--- config.mk ---
export PLATFORM = sky130hd
export DESIGN_NAME = frame_interval_rate_meter_flat
export DESIGN_NICKNAME = d
export VERILOG_FILES = /design/src/rtl/core/firm_pkg.sv /design/src/rtl/core/firm_chan_if.sv /design/src/rtl/core/firm_div.sv /design/src/rtl/core/frame_interval_rate_meter.sv /design/src/flat_wrapper.sv
export VERILOG_INCLUDE_DIRS = /design/src /design/src/rtl/core
export SDC_FILE = /design/constraint.sdc
export NUM_CORES = 1
export LEC_CHECK = 0
export BUFFER_PORTS_ARGS = -buffer_cell sky130_fd_sc_hd__buf_4
export CAP_MARGIN = 40
export CELL_PAD_IN_SITES_DETAIL_PLACEMENT = 0
export CELL_PAD_IN_SITES_GLOBAL_PLACEMENT = 2
export CORE_ASPECT_RATIO = 1.1
export CORE_UTILIZATION = 44
export CTS_BUF_LIST = sky130_fd_sc_hd__clkbuf_16
export DETAILED_ROUTE_END_ITERATION = 7
export PLACE_DENSITY_LB_ADDON = 0.1
export RECOVER_POWER = 50
export SLEW_MARGIN = 20
export SYNTH_ARGS = -nofsm -noshare
export SYNTH_HDL_FRONTEND = slang
export SYNTH_SLANG_ARGS = --single-unit
--- constraint.sdc ---
create_clock -name clk -period 14.8 [get_ports clk]
set_input_delay 1.48 -clock clk [delete_from_list [all_inputs] [get_ports clk]]
set_output_delay 1.48 -clock clk [all_outputs]
set_load 0.01 [all_outputs]
--- src/rtl/core/frame_interval_rate_meter_defines.svh ---
// Assertion macros shared by the frame interval rate meter RTL.
`ifndef FRAME_INTERVAL_RATE_METER_DEFINES_SVH
`define FRAME_INTERVAL_RATE_METER_DEFINES_SVH

`ifndef SYNTHESIS
// Check that the consequent holds in the same cycle as the antecedent.
`define FIRM_ASSERT_NOW(lbl, ante, cons) \
	lbl: assert property (@(posedge clk) disable iff (!arst_n) (ante) |-> (cons)) \
		else $error("frame interval rate meter: property violated");
// Check that the consequent holds in the cycle after the antecedent.
`define FIRM_ASSERT_NEXT(lbl, ante, cons) \
	lbl: assert property (@(posedge clk) disable iff (!arst_n) (ante) |=> (cons)) \
		else $error("frame interval rate meter: property violated");
`else
`define FIRM_ASSERT_NOW(lbl, ante, cons)
`define FIRM_ASSERT_NEXT(lbl, ante, cons)
`endif

`endif

--- src/rtl/core/firm_pkg.sv ---
// Shared types and constants of the frame interval rate meter.
`default_nettype none
package firm_pkg;

	localparam int WORD_W     = 32;
	localparam int SUM_W      = 48;
	localparam int LW_W       = 16;
	localparam int GUESS_W    = 10;
	localparam int CFG_W      = 16;
	localparam int CFG_IDX_W  = 1;
	localparam int HIST_DEPTH = 5;
	localparam int RATE_FRAC  = 8;

	// 1000 = 1024 - 16 - 8: product taps of the serial constant multiplier
	localparam int MULT_W = 10;
	localparam int TAP_HI = 10;
	localparam int TAP_A  = 4;
	localparam int TAP_B  = 3;
	localparam int PROD_W = WORD_W + MULT_W;

	// divider: dividend is frames * 1000 * 2^RATE_FRAC, divisor is 33-bit elapsed time
	localparam int DVD_W  = PROD_W + RATE_FRAC;
	localparam int DIV_W  = WORD_W + 1;
	localparam int DCNT_W = $clog2(DVD_W);
	localparam logic [DCNT_W-1:0] DVD_LAST = DCNT_W'(DVD_W - 1);

	// serial pass counter
	localparam int CNT_W = 6;
	localparam logic [CNT_W-1:0] CMP_LAST   = CNT_W'(WORD_W - 1);
	localparam logic [CNT_W-1:0] WORD_BITS  = CNT_W'(WORD_W);
	localparam logic [CNT_W-1:0] PROD_BITS  = CNT_W'(PROD_W);
	localparam logic [CNT_W-1:0] PROD_LAST  = CNT_W'(PROD_W - 1);
	localparam logic [CNT_W-1:0] SER_LAST   = CNT_W'(SUM_W - 1);

	localparam logic [LW_W-1:0]    LW_RESET    = 16'd500;
	localparam logic [GUESS_W-1:0] GUESS_RESET = 10'd30;

	localparam logic ACT_START = 1'b0;
	localparam logic ACT_MARK  = 1'b1;

	typedef enum logic [CFG_IDX_W-1:0] {
		CFG_LONG_WINDOW = 1'b0,
		CFG_START_GUESS = 1'b1
	} cfg_reg_t;

	typedef enum logic [2:0] {
		ST_IDLE,
		ST_CMP,
		ST_SER,
		ST_DIV,
		ST_DONE
	} firm_state_t;

	typedef struct packed {
		logic busy;
		logic done;
	} div_stat_t;

endpackage
`default_nettype wire

--- src/rtl/core/firm_chan_if.sv ---
// Valid/ready channel interfaces for meter events and results.
`default_nettype none
interface firm_in_if import firm_pkg::*; ();
	logic              valid;
	logic              ready;
	logic              action;
	logic [WORD_W-1:0] clock_ms;

	modport source (output valid, output action, output clock_ms, input ready);
	modport sink (input valid, input action, input clock_ms, output ready);
endinterface

interface firm_out_if import firm_pkg::*; ();
	logic              valid;
	logic              ready;
	logic [WORD_W-1:0] frame_time_ms;
	logic [WORD_W-1:0] window_span_ms;
	logic [SUM_W-1:0]  span_sum;
	logic [WORD_W-1:0] frame_count;
	logic [WORD_W-1:0] long_rate_q8;
	logic              rate_updated;
	logic              time_held;

	modport source (output valid, output frame_time_ms, output window_span_ms,
		output span_sum, output frame_count, output long_rate_q8,
		output rate_updated, output time_held, input ready);
	modport sink (input valid, input frame_time_ms, input window_span_ms,
		input span_sum, input frame_count, input long_rate_q8,
		input rate_updated, input time_held, output ready);
endinterface
`default_nettype wire

--- src/rtl/core/firm_div.sv ---
// Radix-2 restoring divider with saturating 32-bit quotient.
`default_nettype none
module firm_div import firm_pkg::*; (
	input  wire logic              clk,
	input  wire logic              arst_n,
	input  wire logic              start,
	input  wire logic [DVD_W-1:0]  dividend,
	input  wire logic [DIV_W-1:0]  divisor,
	output div_stat_t              stat,
	output logic [WORD_W-1:0]      quotient
);

	logic              busy_q;
	logic              done_q;
	logic [DCNT_W-1:0] cnt_q;
	logic [DVD_W-1:0]  dvd_q;
	logic [DIV_W-1:0]  dsr_q;
	logic [DIV_W-1:0]  rem_q;
	logic [WORD_W-1:0] quo_q;
	logic              ovf_q;

	logic [DIV_W:0]    trial;
	logic [DIV_W+1:0]  diff;
	logic              ge;

	// one quotient bit per cycle, dividend fed MSB first
	assign trial = {rem_q, dvd_q[DVD_W-1]};
	assign diff  = {1'b0, trial} - {2'b00, dsr_q};
	assign ge    = !diff[DIV_W+1];

	always_ff @(posedge clk or negedge arst_n) begin
		if (!arst_n) begin
			busy_q <= 1'b0;
			done_q <= 1'b0;
			cnt_q  <= '0;
		end else if (start) begin
			busy_q <= 1'b1;
			done_q <= 1'b0;
			cnt_q  <= DVD_LAST;
		end else if (busy_q) begin
			cnt_q <= cnt_q - 1'b1;
			if (cnt_q == '0) begin
				busy_q <= 1'b0;
				done_q <= 1'b1;
			end
		end else begin
			done_q <= 1'b0;
		end
	end

	always_ff @(posedge clk) begin
		if (start) begin
			dvd_q <= dividend;
			dsr_q <= divisor;
			rem_q <= '0;
			quo_q <= '0;
			ovf_q <= 1'b0;
		end else if (busy_q) begin
			dvd_q <= {dvd_q[DVD_W-2:0], 1'b0};
			rem_q <= ge ? diff[DIV_W-1:0] : trial[DIV_W-1:0];
			quo_q <= {quo_q[WORD_W-2:0], ge};
			// any bit pushed out above 32 bits saturates the result
			ovf_q <= ovf_q | quo_q[WORD_W-1];
		end
	end

	assign stat.busy = busy_q;
	assign stat.done = done_q;
	assign quotient  = ovf_q ? '1 : quo_q;

endmodule
`default_nettype wire

--- src/rtl/core/frame_interval_rate_meter.sv ---
// Top level of the frame interval rate meter: bit-serial timing datapath and control.
//
// Channel  | Role   | Payload / signals
// ---------+--------+-------------------------------------------------------------
// events   | sink   | action (0 start, 1 frame mark), clock_ms
// results  | source | frame_time_ms, window_span_ms, span_sum, frame_count,
//          |        | long_rate_q8, rate_updated, time_held
// config   | write  | cfg_wr_en, cfg_index (0 long_window_ms, 1 start_interval_guess_ms),
//          |        | cfg_data
//
// Sequence: each transaction runs a 32-bit serial compare against the latest reading, then
// a serial pass over the 48-bit span sum, and the 50-step divider when the mark closes a
// rate window, before the block is ready for the next event.
// Reset: asynchronous, active low; all timing state clears at once, no sweep.
// Stalls: the result sits in an output register; the next event is taken while it waits,
// and the block holds its finished work until the result register is free.
`default_nettype none
`include "frame_interval_rate_meter_defines.svh"
module frame_interval_rate_meter import firm_pkg::*; (
	input  wire logic                 clk,
	input  wire logic                 arst_n,
	firm_in_if.sink                   events,
	firm_out_if.source                results,
	input  wire logic                 cfg_wr_en,
	input  wire logic [CFG_IDX_W-1:0] cfg_index,
	input  wire logic [CFG_W-1:0]     cfg_data
);

	// ---------------------------------------------------------------- control
	firm_state_t      state_q, state_nx;
	logic [CNT_W-1:0] bit_q;
	logic             in_ready, cmp_en, ser_en, div_go, out_load;
	logic             lo, prod_en, ser_last, accept;

	// ---------------------------------------------------------------- configuration
	logic [LW_W-1:0]    long_window_q;
	logic [GUESS_W-1:0] guess_q;

	// ---------------------------------------------------------------- timing state
	logic [WORD_W-1:0] latest_q, last_mark_q, total_q, wframes_q, deadline_q, rate_q;
	logic [WORD_W-1:0] hist_q [HIST_DEPTH];
	logic [SUM_W-1:0]  span_total_q;

	// ---------------------------------------------------------------- per-transaction
	logic               action_q, updated_q;
	logic [WORD_W-1:0]  raw_q, ft_q, span_q, elapsed_q, new_deadline_q;
	logic [PROD_W-1:0]  prod_q;
	logic [LW_W-1:0]    lw_sr_q;
	logic [GUESS_W-1:0] guess_sr_q;
	logic [TAP_HI-1:0]  wtap_q;
	// serial carries and borrows
	logic lt_q, ft_br_q, sp_br_q, st_c_q, tf_c_q, wf_c_q, gt_q, d_br_q, e_c_q, nd_c_q;
	logic [1:0]            p_br_q;
	logic [HIST_DEPTH-1:0] seed_br_q;

	// ---------------------------------------------------------------- result register
	logic              out_valid_q;
	logic [WORD_W-1:0] res_ft_q, res_span_q, res_count_q, res_rate_q;
	logic [SUM_W-1:0]  res_sum_q;
	logic              res_updated_q, res_held_q;

	// ---------------------------------------------------------------- divider
	div_stat_t         div_stat;
	logic [WORD_W-1:0] div_quot;

	// ---------------------------------------------------------------- serial bit logic
	logic tb, lmb, dlb, lwb, gb, ob;
	logic lt_n;
	logic ft_bit, ft_br_n, sp_bit, sp_br_n, sp_add, st_bit, st_c_n;
	logic tf_bit, tf_c_n, wf_bit, wf_c_n, w_bit;
	logic gt_n, d_bit, d_br_n, e_bit, e_c_n, nd_bit, nd_c_n;
	logic [2:0] px;
	logic       p_bit;
	logic [1:0] p_br_n;
	logic [HIST_DEPTH-1:0] seed_bit, seed_br_n, hist_in;

	assign accept   = in_ready && events.valid;
	assign lo       = bit_q < WORD_BITS;
	assign prod_en  = bit_q < PROD_BITS;
	assign ser_last = bit_q == SER_LAST;

	// control outputs per state
	always_comb begin
		in_ready = 1'b0;
		cmp_en   = 1'b0;
		ser_en   = 1'b0;
		div_go   = 1'b0;
		out_load = 1'b0;
		case (state_q)
			ST_IDLE: begin
				in_ready = 1'b1;
			end
			ST_CMP: begin
				cmp_en = 1'b1;
			end
			ST_SER: begin
				ser_en = 1'b1;
				// a mark past the deadline refreshes the rate
				div_go = ser_last && (action_q == ACT_MARK) && gt_q;
			end
			ST_DONE: begin
				out_load = !out_valid_q || results.ready;
			end
			default: begin
			end
		endcase
	end

	// next state
	always_comb begin
		state_nx = state_q;
		case (state_q)
			ST_IDLE: begin
				if (events.valid) state_nx = ST_CMP;
			end
			ST_CMP: begin
				if (bit_q == CMP_LAST) state_nx = ST_SER;
			end
			ST_SER: begin
				if (ser_last) state_nx = div_go ? ST_DIV : ST_DONE;
			end
			ST_DIV: begin
				if (div_stat.done) state_nx = ST_DONE;
			end
			ST_DONE: begin
				if (out_load) state_nx = ST_IDLE;
			end
			default: begin
				state_nx = ST_IDLE;
			end
		endcase
	end

	// Bit streams, LSB first. During the compare pass raw and latest rotate;
	// during the main pass every timing register streams one bit per cycle.
	assign tb  = lt_q ? latest_q[0] : raw_q[0];
	assign lmb = last_mark_q[0];
	assign dlb = deadline_q[0];
	assign lwb = lw_sr_q[0];
	assign gb  = guess_sr_q[0];
	assign ob  = hist_q[1][0];

	// raw reading below latest: replace it
	assign lt_n = (!raw_q[0] & latest_q[0]) | (!(raw_q[0] ^ latest_q[0]) & lt_q);

	// frame interval and five-frame span
	assign ft_bit  = tb ^ lmb ^ ft_br_q;
	assign ft_br_n = (!tb & lmb) | (!(tb ^ lmb) & ft_br_q);
	assign sp_bit  = tb ^ ob ^ sp_br_q;
	assign sp_br_n = (!tb & ob) | (!(tb ^ ob) & sp_br_q);

	// running span sum over 48 bits
	assign sp_add = lo & sp_bit;
	assign st_bit = span_total_q[0] ^ sp_add ^ st_c_q;
	assign st_c_n = (span_total_q[0] & sp_add) | (span_total_q[0] & st_c_q) |
		(sp_add & st_c_q);

	// frame counters increment
	assign tf_bit = total_q[0] ^ tf_c_q;
	assign tf_c_n = total_q[0] & tf_c_q;
	assign wf_bit = wframes_q[0] ^ wf_c_q;
	assign wf_c_n = wframes_q[0] & wf_c_q;

	// deadline compare, elapsed time and next deadline
	assign gt_n   = (tb & !dlb) | (!(tb ^ dlb) & gt_q);
	assign d_bit  = tb ^ dlb ^ d_br_q;
	assign d_br_n = (!tb & dlb) | (!(tb ^ dlb) & d_br_q);
	assign e_bit  = d_bit ^ lwb ^ e_c_q;
	assign e_c_n  = (d_bit & lwb) | (d_bit & e_c_q) | (lwb & e_c_q);
	assign nd_bit = tb ^ lwb ^ nd_c_q;
	assign nd_c_n = (tb & lwb) | (tb & nd_c_q) | (lwb & nd_c_q);

	// frames * 1000 as (w << 10) - (w << 4) - (w << 3), one bit a cycle
	assign w_bit  = lo & wf_bit;
	assign px     = 3'd4 + {2'b00, wtap_q[TAP_HI-1]} - {2'b00, wtap_q[TAP_A-1]} -
		{2'b00, wtap_q[TAP_B-1]} - {1'b0, p_br_q};
	assign p_bit  = px[0];
	assign p_br_n = 2'd2 - px[2:1];

	// start seeds history with t - guess, t - 2*guess, ... down the chain
	always_comb begin
		logic x;
		x = tb;
		for (int k = 0; k < HIST_DEPTH; k++) begin
			seed_bit[HIST_DEPTH-1-k] = x ^ gb ^ seed_br_q[k];
			seed_br_n[k] = (!x & gb) | (!(x ^ gb) & seed_br_q[k]);
			x = seed_bit[HIST_DEPTH-1-k];
		end
	end

	// a mark moves the history down one place, old last mark enters at the top
	always_comb begin
		for (int k = 0; k < HIST_DEPTH - 1; k++) begin
			hist_in[k] = hist_q[k+1][0];
		end
		hist_in[HIST_DEPTH-1] = lmb;
	end

	// control registers, configuration and timing state
	always_ff @(posedge clk or negedge arst_n) begin
		if (!arst_n) begin
			state_q       <= ST_IDLE;
			bit_q         <= '0;
			out_valid_q   <= 1'b0;
			long_window_q <= LW_RESET;
			guess_q       <= GUESS_RESET;
			latest_q      <= '0;
			last_mark_q   <= '0;
			total_q       <= '0;
			wframes_q     <= '0;
			deadline_q    <= '0;
			rate_q        <= '0;
			span_total_q  <= '0;
			for (int k = 0; k < HIST_DEPTH; k++) begin
				hist_q[k] <= '0;
			end
		end else begin
			state_q <= state_nx;

			if (accept) begin
				bit_q <= '0;
			end else if (cmp_en) begin
				bit_q <= (bit_q == CMP_LAST) ? '0 : bit_q + 1'b1;
			end else if (ser_en) begin
				bit_q <= bit_q + 1'b1;
			end

			if (out_load) begin
				out_valid_q <= 1'b1;
			end else if (results.ready) begin
				out_valid_q <= 1'b0;
			end

			if (cfg_wr_en) begin
				case (cfg_reg_t'(cfg_index))
					CFG_LONG_WINDOW: long_window_q <= cfg_data[LW_W-1:0];
					CFG_START_GUESS: guess_q <= cfg_data[GUESS_W-1:0];
					default: begin
					end
				endcase
			end

			// rotate latest past the compare so it is back in place for the main pass
			if (cmp_en) begin
				latest_q <= {latest_q[0], latest_q[WORD_W-1:1]};
			end

			if (ser_en) begin
				if (lo) begin
					latest_q    <= {tb, latest_q[WORD_W-1:1]};
					last_mark_q <= {tb, last_mark_q[WORD_W-1:1]};
					deadline_q  <= {dlb, deadline_q[WORD_W-1:1]};
					if (action_q == ACT_START) begin
						total_q   <= {1'b0, total_q[WORD_W-1:1]};
						wframes_q <= {1'b0, wframes_q[WORD_W-1:1]};
						for (int k = 0; k < HIST_DEPTH; k++) begin
							hist_q[k] <= {seed_bit[k], hist_q[k][WORD_W-1:1]};
						end
					end else begin
						total_q   <= {tf_bit, total_q[WORD_W-1:1]};
						wframes_q <= {wf_bit, wframes_q[WORD_W-1:1]};
						for (int k = 0; k < HIST_DEPTH; k++) begin
							hist_q[k] <= {hist_in[k], hist_q[k][WORD_W-1:1]};
						end
					end
				end

				// clear on start, saturate on carry out of the top bit
				if (action_q == ACT_START) begin
					span_total_q <= '0;
				end else if (ser_last && st_c_n) begin
					span_total_q <= '1;
				end else begin
					span_total_q <= {st_bit, span_total_q[SUM_W-1:1]};
				end

				if (ser_last) begin
					if (action_q == ACT_START) begin
						deadline_q <= new_deadline_q;
						rate_q     <= '0;
					end else if (gt_q) begin
						deadline_q <= new_deadline_q;
						wframes_q  <= '0;
					end
				end
			end

			if (div_stat.done) begin
				rate_q <= div_quot;
			end
		end
	end

	// per-transaction shift registers and carries
	always_ff @(posedge clk) begin
		if (accept) begin
			action_q   <= events.action;
			raw_q      <= events.clock_ms;
			lw_sr_q    <= long_window_q;
			guess_sr_q <= guess_q;
			lt_q       <= 1'b0;
			ft_br_q    <= 1'b0;
			sp_br_q    <= 1'b0;
			st_c_q     <= 1'b0;
			tf_c_q     <= 1'b1;
			wf_c_q     <= 1'b1;
			gt_q       <= 1'b0;
			d_br_q     <= 1'b0;
			e_c_q      <= 1'b0;
			nd_c_q     <= 1'b0;
			p_br_q     <= 2'd0;
			wtap_q     <= '0;
			seed_br_q  <= '0;
		end

		if (cmp_en) begin
			raw_q <= {raw_q[0], raw_q[WORD_W-1:1]};
			lt_q  <= lt_n;
		end

		if (ser_en) begin
			if (lo) begin
				raw_q          <= {tb, raw_q[WORD_W-1:1]};
				lw_sr_q        <= {1'b0, lw_sr_q[LW_W-1:1]};
				guess_sr_q     <= {1'b0, guess_sr_q[GUESS_W-1:1]};
				ft_q           <= {ft_bit & action_q, ft_q[WORD_W-1:1]};
				span_q         <= {sp_bit & action_q, span_q[WORD_W-1:1]};
				elapsed_q      <= {e_bit, elapsed_q[WORD_W-1:1]};
				new_deadline_q <= {nd_bit, new_deadline_q[WORD_W-1:1]};
				ft_br_q        <= ft_br_n;
				sp_br_q        <= sp_br_n;
				tf_c_q         <= tf_c_n;
				wf_c_q         <= wf_c_n;
				gt_q           <= gt_n;
				d_br_q         <= d_br_n;
				e_c_q          <= e_c_n;
				nd_c_q         <= nd_c_n;
				seed_br_q      <= seed_br_n;
			end
			if (prod_en) begin
				prod_q <= {p_bit, prod_q[PROD_W-1:1]};
				p_br_q <= p_br_n;
			end
			wtap_q <= {wtap_q[TAP_HI-2:0], w_bit};
			st_c_q <= st_c_n;
			if (ser_last) begin
				updated_q <= (action_q == ACT_MARK) && gt_q;
			end
		end
	end

	// result register
	always_ff @(posedge clk) begin
		if (out_load) begin
			res_ft_q      <= ft_q;
			res_span_q    <= span_q;
			res_sum_q     <= span_total_q;
			res_count_q   <= total_q;
			res_rate_q    <= rate_q;
			res_updated_q <= updated_q;
			res_held_q    <= lt_q;
		end
	end

	// rate = frames * 1000 * 2^RATE_FRAC / elapsed, elapsed is 33 bits
	firm_div u_div (
		.clk      (clk),
		.arst_n   (arst_n),
		.start    (div_go),
		.dividend ({prod_q, {RATE_FRAC{1'b0}}}),
		.divisor  ({e_c_q, elapsed_q}),
		.stat     (div_stat),
		.quotient (div_quot)
	);

	assign events.ready           = in_ready;
	assign results.valid          = out_valid_q;
	assign results.frame_time_ms  = res_ft_q;
	assign results.window_span_ms = res_span_q;
	assign results.span_sum       = res_sum_q;
	assign results.frame_count    = res_count_q;
	assign results.long_rate_q8   = res_rate_q;
	assign results.rate_updated   = res_updated_q;
	assign results.time_held      = res_held_q;

	// divider runs only while the sequencer waits for it
	`FIRM_ASSERT_NOW(a_div_busy_in_div, div_stat.busy, state_q == ST_DIV)
	// the product of a 32-bit count and 1000 fits: no borrow leaves the last product bit
	`FIRM_ASSERT_NOW(a_prod_exact, ser_en && (bit_q == PROD_LAST), p_br_n == 2'd0)
	// a finished division hands straight to the result stage
	`FIRM_ASSERT_NEXT(a_div_to_done, div_stat.done, state_q == ST_DONE)
	// a result appears only out of the result stage
	`FIRM_ASSERT_NOW(a_result_from_done, $rose(results.valid), $past(state_q == ST_DONE))

endmodule
`default_nettype wire

--- src/flat_wrapper.sv ---
// flat-port wrapper written by rule: the top's interface ports become plain ports
module frame_interval_rate_meter_flat import firm_pkg::*;
  (clk, arst_n, cfg_wr_en, cfg_index, cfg_data, events_valid, events_action, events_clock_ms, events_ready, results_valid, results_frame_time_ms, results_window_span_ms, results_span_sum, results_frame_count, results_long_rate_q8, results_rate_updated, results_time_held, results_ready);
  firm_in_if events_i ();
  firm_out_if results_i ();
  input  wire logic clk;
  input  wire logic arst_n;
  input  wire logic cfg_wr_en;
  input  wire logic [CFG_IDX_W-1:0] cfg_index;
  input  wire logic [CFG_W-1:0] cfg_data;
  input wire logic [$bits(events_i.valid)-1:0] events_valid;
  input wire logic [$bits(events_i.action)-1:0] events_action;
  input wire logic [$bits(events_i.clock_ms)-1:0] events_clock_ms;
  output wire logic [$bits(events_i.ready)-1:0] events_ready;
  output wire logic [$bits(results_i.valid)-1:0] results_valid;
  output wire logic [$bits(results_i.frame_time_ms)-1:0] results_frame_time_ms;
  output wire logic [$bits(results_i.window_span_ms)-1:0] results_window_span_ms;
  output wire logic [$bits(results_i.span_sum)-1:0] results_span_sum;
  output wire logic [$bits(results_i.frame_count)-1:0] results_frame_count;
  output wire logic [$bits(results_i.long_rate_q8)-1:0] results_long_rate_q8;
  output wire logic [$bits(results_i.rate_updated)-1:0] results_rate_updated;
  output wire logic [$bits(results_i.time_held)-1:0] results_time_held;
  input wire logic [$bits(results_i.ready)-1:0] results_ready;
  assign events_i.valid = events_valid;
  assign events_i.action = events_action;
  assign events_i.clock_ms = events_clock_ms;
  assign events_ready = events_i.ready;
  assign results_valid = results_i.valid;
  assign results_frame_time_ms = results_i.frame_time_ms;
  assign results_window_span_ms = results_i.window_span_ms;
  assign results_span_sum = results_i.span_sum;
  assign results_frame_count = results_i.frame_count;
  assign results_long_rate_q8 = results_i.long_rate_q8;
  assign results_rate_updated = results_i.rate_updated;
  assign results_time_held = results_i.time_held;
  assign results_i.ready = results_ready;
  frame_interval_rate_meter u_core (.clk(clk), .arst_n(arst_n), .events(events_i), .results(results_i), .cfg_wr_en(cfg_wr_en), .cfg_index(cfg_index), .cfg_data(cfg_data));
endmodule
== Word level (Yosys, flattened, before mapping) ==
Index checks and enable logic that the tools add are counted.
Storage, ports and cells
  register bits: 1020
  bits in latches: 0
  RAM bits: 0
  ROM bits: 0
  input bits: 55
  output and inout port bits: 180
  word-level logic and storage cells: 292
  memories kept: 0
Cells by class
  add/sub/neg operators: 8
  $mul: 0
  divide/modulo/power cells: 0
  order comparisons: 2
  equal/unequal tests: 13
  shift-type cells: 0
  mux-type cells: 96
  bitwise logic cells: 78
  reductions and logical operators: 40
Operator list (count)
  32-bit two-way mux: 22
  160-bit two-way mux: 1
  50-bit two-way mux: 2
  48-bit two-way mux: 2
  10-bit two-way mux: 5
  16-bit two-way mux: 3
  1-bit two-way mux: 41
  6-bit two-way mux: 6
  1-bit AND: 35
  34-bit by 33-bit subtractor with 35-bit output: 1
  33-bit two-way mux: 1
  1-bit bitwise XOR: 25
  1-bit logical NOT: 18
  3-bit two-way mux: 6
  1-bit bitwise OR: 17
  5-bit two-way mux: 3
  3-bit one-hot mux with 5 select lines: 1
  6-bit < comparator, second input constant: 2
  2-bit nonzero test: 6
  2-bit AND reduction: 5
  6-bit by 1-bit adder with 6-bit output, second input constant: 1
  3-bit by 2-bit == test with 1-bit output, second input constant: 2
  6-bit by 5-bit == test with 1-bit output, second input constant: 1
  6-bit == test, second input constant: 1
  19 further kinds: 30

== Logic depth before layout (Yosys ltp) ==
  depth after elaboration: 15
  depth in mapped cells: 14
  depth with buffers taken out: 13

== Cells and area by module ==
Synthesis repeated with hierarchy kept, for this count alone.
Second synthesis, totals
  cell total of the unflattened synthesis: 3018
  area total of the unflattened synthesis: 38086.5 um^2
Modules (own cells, without submodules)
  frame_interval_rate_meter: instances 1, cells each 2215, area an instance 29759.8 um^2, seq. area each 22434.0 um^2
  firm_div: instances 1, cells each 803, area an instance 8326.7 um^2, seq. area each 4013.8 um^2

== Least setup slack after synthesis ==
No wires, ideal clock.
  path type: in2reg
  start: in results_ready
  end: reg u_core.res_count_q[0] (netlist: u_core.results.frame_count[0]), enable pin
  library setup time: 0.561 ns
  arrival: 5.728 ns
  data required time: 14.239 ns
  slack: 8.511 ns
  cell stages on the path: 2
  path buffers: 0
  cells stage by stage: nand2b_1 -> and3_1
On the way
  longest elaborated chain between the ends: 2
Ends and longest elaborated chain
  start: declaration: line flat_wrapper.sv:23  | input wire logic [$bits(results_i.ready)-1:0] results_ready;
  1-bit logical OR: line frame_interval_rate_meter.sv:102  | out_load = !out_valid_q || results.ready;
  1-bit two-way mux: line frame_interval_rate_meter.sv:89  | case (state_q)
  via u_core.out_load: line frame_interval_rate_meter.sv:32  | logic in_ready, cmp_en, ser_en, div_go, out_load;
  end signal: assignment: line frame_interval_rate_meter.sv:358  | res_count_q <= total_q;
  end: declaration: line frame_interval_rate_meter.sv:58  | logic [WORD_W-1:0] res_ft_q, res_span_q, res_count_q, res_rate_q;
The timed path passes the listed nets, and every way through them passes these cells.
A chain may end at the register's enable or synchronous reset.

==> key figures <==
Outcome
  • Status: complete, but fails checks
  • Failing checks: max-capacitance violations, max-slew violations

Clock network
  • Setup repair bufs after CTS: 0
  • CTS resizes: 0
  • CTS Buffer Depth: 3
  • CTS tree: done
  • CTS Buf Count: 99
  • Worst-skew pair later-pin latency: 0.67 ns
  • Reg clk slew, reported paths: 0.06 ns
  • Clk sink count: 987
  • Htree depth: 3
  • Root Driver: clkbuf_16
  • Hold_buf cts: 0

Worst setup path
  • Worst Path Required: 15.64 ns
  • Register-to-Register Path Depth: 7
  • Worst setup SP type: input pin
  • CP arrival: 8.14 ns
  • R2r startpoint: u_core.state_q[2]
  • Worst setup path startpoint: arst_n
  • Setup CP Type: input pin to async pin
  • Crit path capture type: async pin
  • Worst-path fanout max: 157

Floorplanning
  • # IOs: 235
  • Core Box Area: 83700 um2
  • Row count: 111
  • Die width: 280 um
  • Die Area: 86300 um2
  • Initial core utilization: 0.447
  • Die Y: 308 um

Timing
  • Worst-margin pin slew: 4.33 ns
  • Count of pins over their slew limit: 574
  • Hold Vio Cnt, Final: 0
  • Tmin final: 7.30 ns
  • Setup TNS: 0 ns
  • Final setup fails: 0
  • Layout Skew: 0.0355 ns
  • Relative slew slack: -1.89
  • RSZ-0062 raised after global routing: no
  • Final worst path period share: 0.493
  • Max frequency: 137 MHz

GRT
  • Largest net degree at the start of global routing: 193
  • Vias in the first global route: 23185
  • GR met3 Demand/Resource: 0.0258
  • Initial antenna violation count: 0
  • GRT Total Usage: 0.171
  • Global-route track usage on met1: 0.227
  • Global-route track usage on met2: 0.290
  • Grt ovf: 0
  • Most Used Layer, Global Route: met2
  • Global-route wire length before repair: 121000 um

Power
  • Leak Pwr: 18.9 nW
  • Max IR drop VDD: 0.0000978 V
  • Power density over the cells: 142 nW/um2

Finish
  • Ant diodes: 0
  • Multi-input logic area: 10300 um2
  • Final-layout fill cell count: 7428
  • Final design utilization: 0.520
  • Reg area: 26200 um2
  • Nets: 3516
  • Layout area overhead: 16.2%
  • Layout cells sized above 1: 0.123

Run
  • Max_cap viols: 12

Min path
  • HP Class: flop to flop
  • Min-delay src: u_core.span_q[0]
  • Hold depth: 0

Yosys
  • Async SR Flop Fraction: 0.417
  • Yosys warnings: 0
  • Area contributors post-synth: edfxtp_1 35%, dfrtp_1 27%, nand2_1 10%, dfxtp_1 7.4%, o21ai_0 3.0%
  • Most used DFF post-synth: edfxtp_1
  • Synth Cell Area: 37400 um2
  • Post-synth EDFFs: 437
  • Unique masters post-synth: 70
  • Syn Nets: 3313
  • Top-area cell type share of the netlist area: 0.351
  • Synth Register Bits: 987
  • Avg Inst Size Synth: 11.7 um2
  • Sequential area share after synthesis: 0.700
  • Instance count of the mapped netlist: 3203
  • Largest area contributor in the netlist: edfxtp_1

Drt
  • Post-DR vias/cell: 4.98
  • Initial DRC count: 1578
  • # DRC: 0
  • Routed Wire Length: 73000 um
  • Drt first pass iters: 5
  • Vias: 23030
  • Post-route ant nets: 0
  • Drt wl/cell: 15.8 um

Placed design
  • RePlAce Congestion: 0.815
  • Port Buffers: 234
  • DP Wirelength: 43700 um
path summary, 6_finish.rpt:
kind                                                    endpoint  slack [ns]
worst min-delay path            u_core.results.window_span_ms[0]        0.42
min in group asynchronous                      u_core.hist_q[14]        1.67
max in group clk                            u_core.wframes_q[31]        8.30
worst max register to register              u_core.wframes_q[31]        8.30
worst min register to register  u_core.results.window_span_ms[0]        0.42
worst max-delay path                       u_core.deadline_q[28]        7.50
layout by cell type (no fill, tap or decap), types with 28 or more instances in the layout:
cell type / synthesis / final
nand2_1: 1005 / 1002
edfxtp_1: 437 / 437
dfrtp_1: 402 / 401
o21ai_0: 225 / 225
nor2_1: 198 / 197
buf_4: 3 / 180
dfxtp_1: 138 / 138
clkbuf_16: 0 / 100
inv_1: 68 / 88
clkbuf_1: 141 / 77
mux2i_1: 74 / 74
a21oi_1: 65 / 65
mux2_2: 59 / 59
ha_1: 42 / 42
o22ai_1: 40 / 40
a31oi_1: 28 / 28
final cells by class:
| class | count | area share |
|---|---|---|
| clock buffers | 100 | 0.0575 |
| clock inverters | 86 | 0.0182 |
| inverters | 70 | 0.00613 |
| multi-input cells | 1973 | 0.236 |
| flip-flops and latches | 987 | 0.602 |
| well taps | 1130 | 0.0325 |
| repair buffers | 275 | 0.0469 |
per-stage QoR:
step | hold WS (ns) | cell area, um2 | instances | total power, mW | setup slack (ns)
floorplan | 0.400 | 37400 | 3203 | 3.58 | 8.51
global placement | 0.407 | 40200 | 4419 | 3.72 | 10.20
detailed placement | 0.405 | 40400 | 4429 | 3.75 | 10.35
CTS | 0.421 | 43700 | 4615 | 6.29 | 10.89
global route | 0.428 | 43500 | 4621 | 6.49 | 6.07
finish | 0.423 | 43500 | 4621 | 6.20 | 7.50
layer usage:
metal	share of wire	wire length (um)
met5	0	0
met4	0.018	1290
met3	0.039	2820
met2	0.49	36100
met1	0.45	32800
critical path, stage by stage:
cell      delay [ns]
clkbuf_1        1.86
clkbuf_1        3.15
buf_12          0.63
buf_4           0.57
buf_12          0.31
logic make-up (layout without fill, tap and decap cells):
group / Yosys count / in the layout / synth area share
AO/OA/AOI/OAI: 467 / 467 / 0.0744
AND/OR/NAND/NOR: 1285 / 1285 / 0.134
buffers and inverters: 243 / 531 / 0.0258
XOR/XNOR: 33 / 33 / 0.00772
flip-flops: 987 / 987 / 0.700
multiplexers: 133 / 133 / 0.0375
adder cells (fa/ha/maj): 55 / 55 / 0.0210
registers in the layout, indices dropped and copies added, names as in the netlist, 33 cells and up:
register / count
u_core.hist_q: 124
u_core.prod_q: 42
u_core.results.span_sum: 48
u_core.span_total_q: 48
u_core.u_div.dsr_q: 33
u_core.u_div.dvd_q: 42
u_core.u_div.rem_q: 33
power by group:
group / internal, mW / switching, mW / total, mW
Combinational: 0.210 / 0.319 / 0.529
Sequential: 3.06 / 0.109 / 3.17
Clock: 1.43 / 1.07 / 2.50
cell usage after synthesis (3+ instances only):
cell type,count
and2_1,7
nand2_1,1005
xor2_1,13
or3_1,6
a31oi_1,28
dfrtp_1,402
edfxtp_1,437
fa_1,13
a22o_1,3
a21o_1,19
xnor2_1,20
mux2_2,59
and3_1,14
nand2b_1,4
o21ai_0,225
inv_1,68
buf_2,22
o221ai_1,3
mux2i_1,74
nor2b_1,9
dfstp_2,10
nand3_1,14
buf_1,5
a2111o_1,3
nor3_1,11
o21a_1,10
o21bai_1,5
o22ai_1,40
clkbuf_1,141
buf_4,3
a211oi_1,21
o31ai_1,6
nor4_1,4
o211ai_1,7
nor2_1,198
ha_1,42
o2111ai_1,3
nand4_1,8
a21oi_1,65
dfxtp_1,138
a211o_1,4
(Power assumes the default switching activity.)
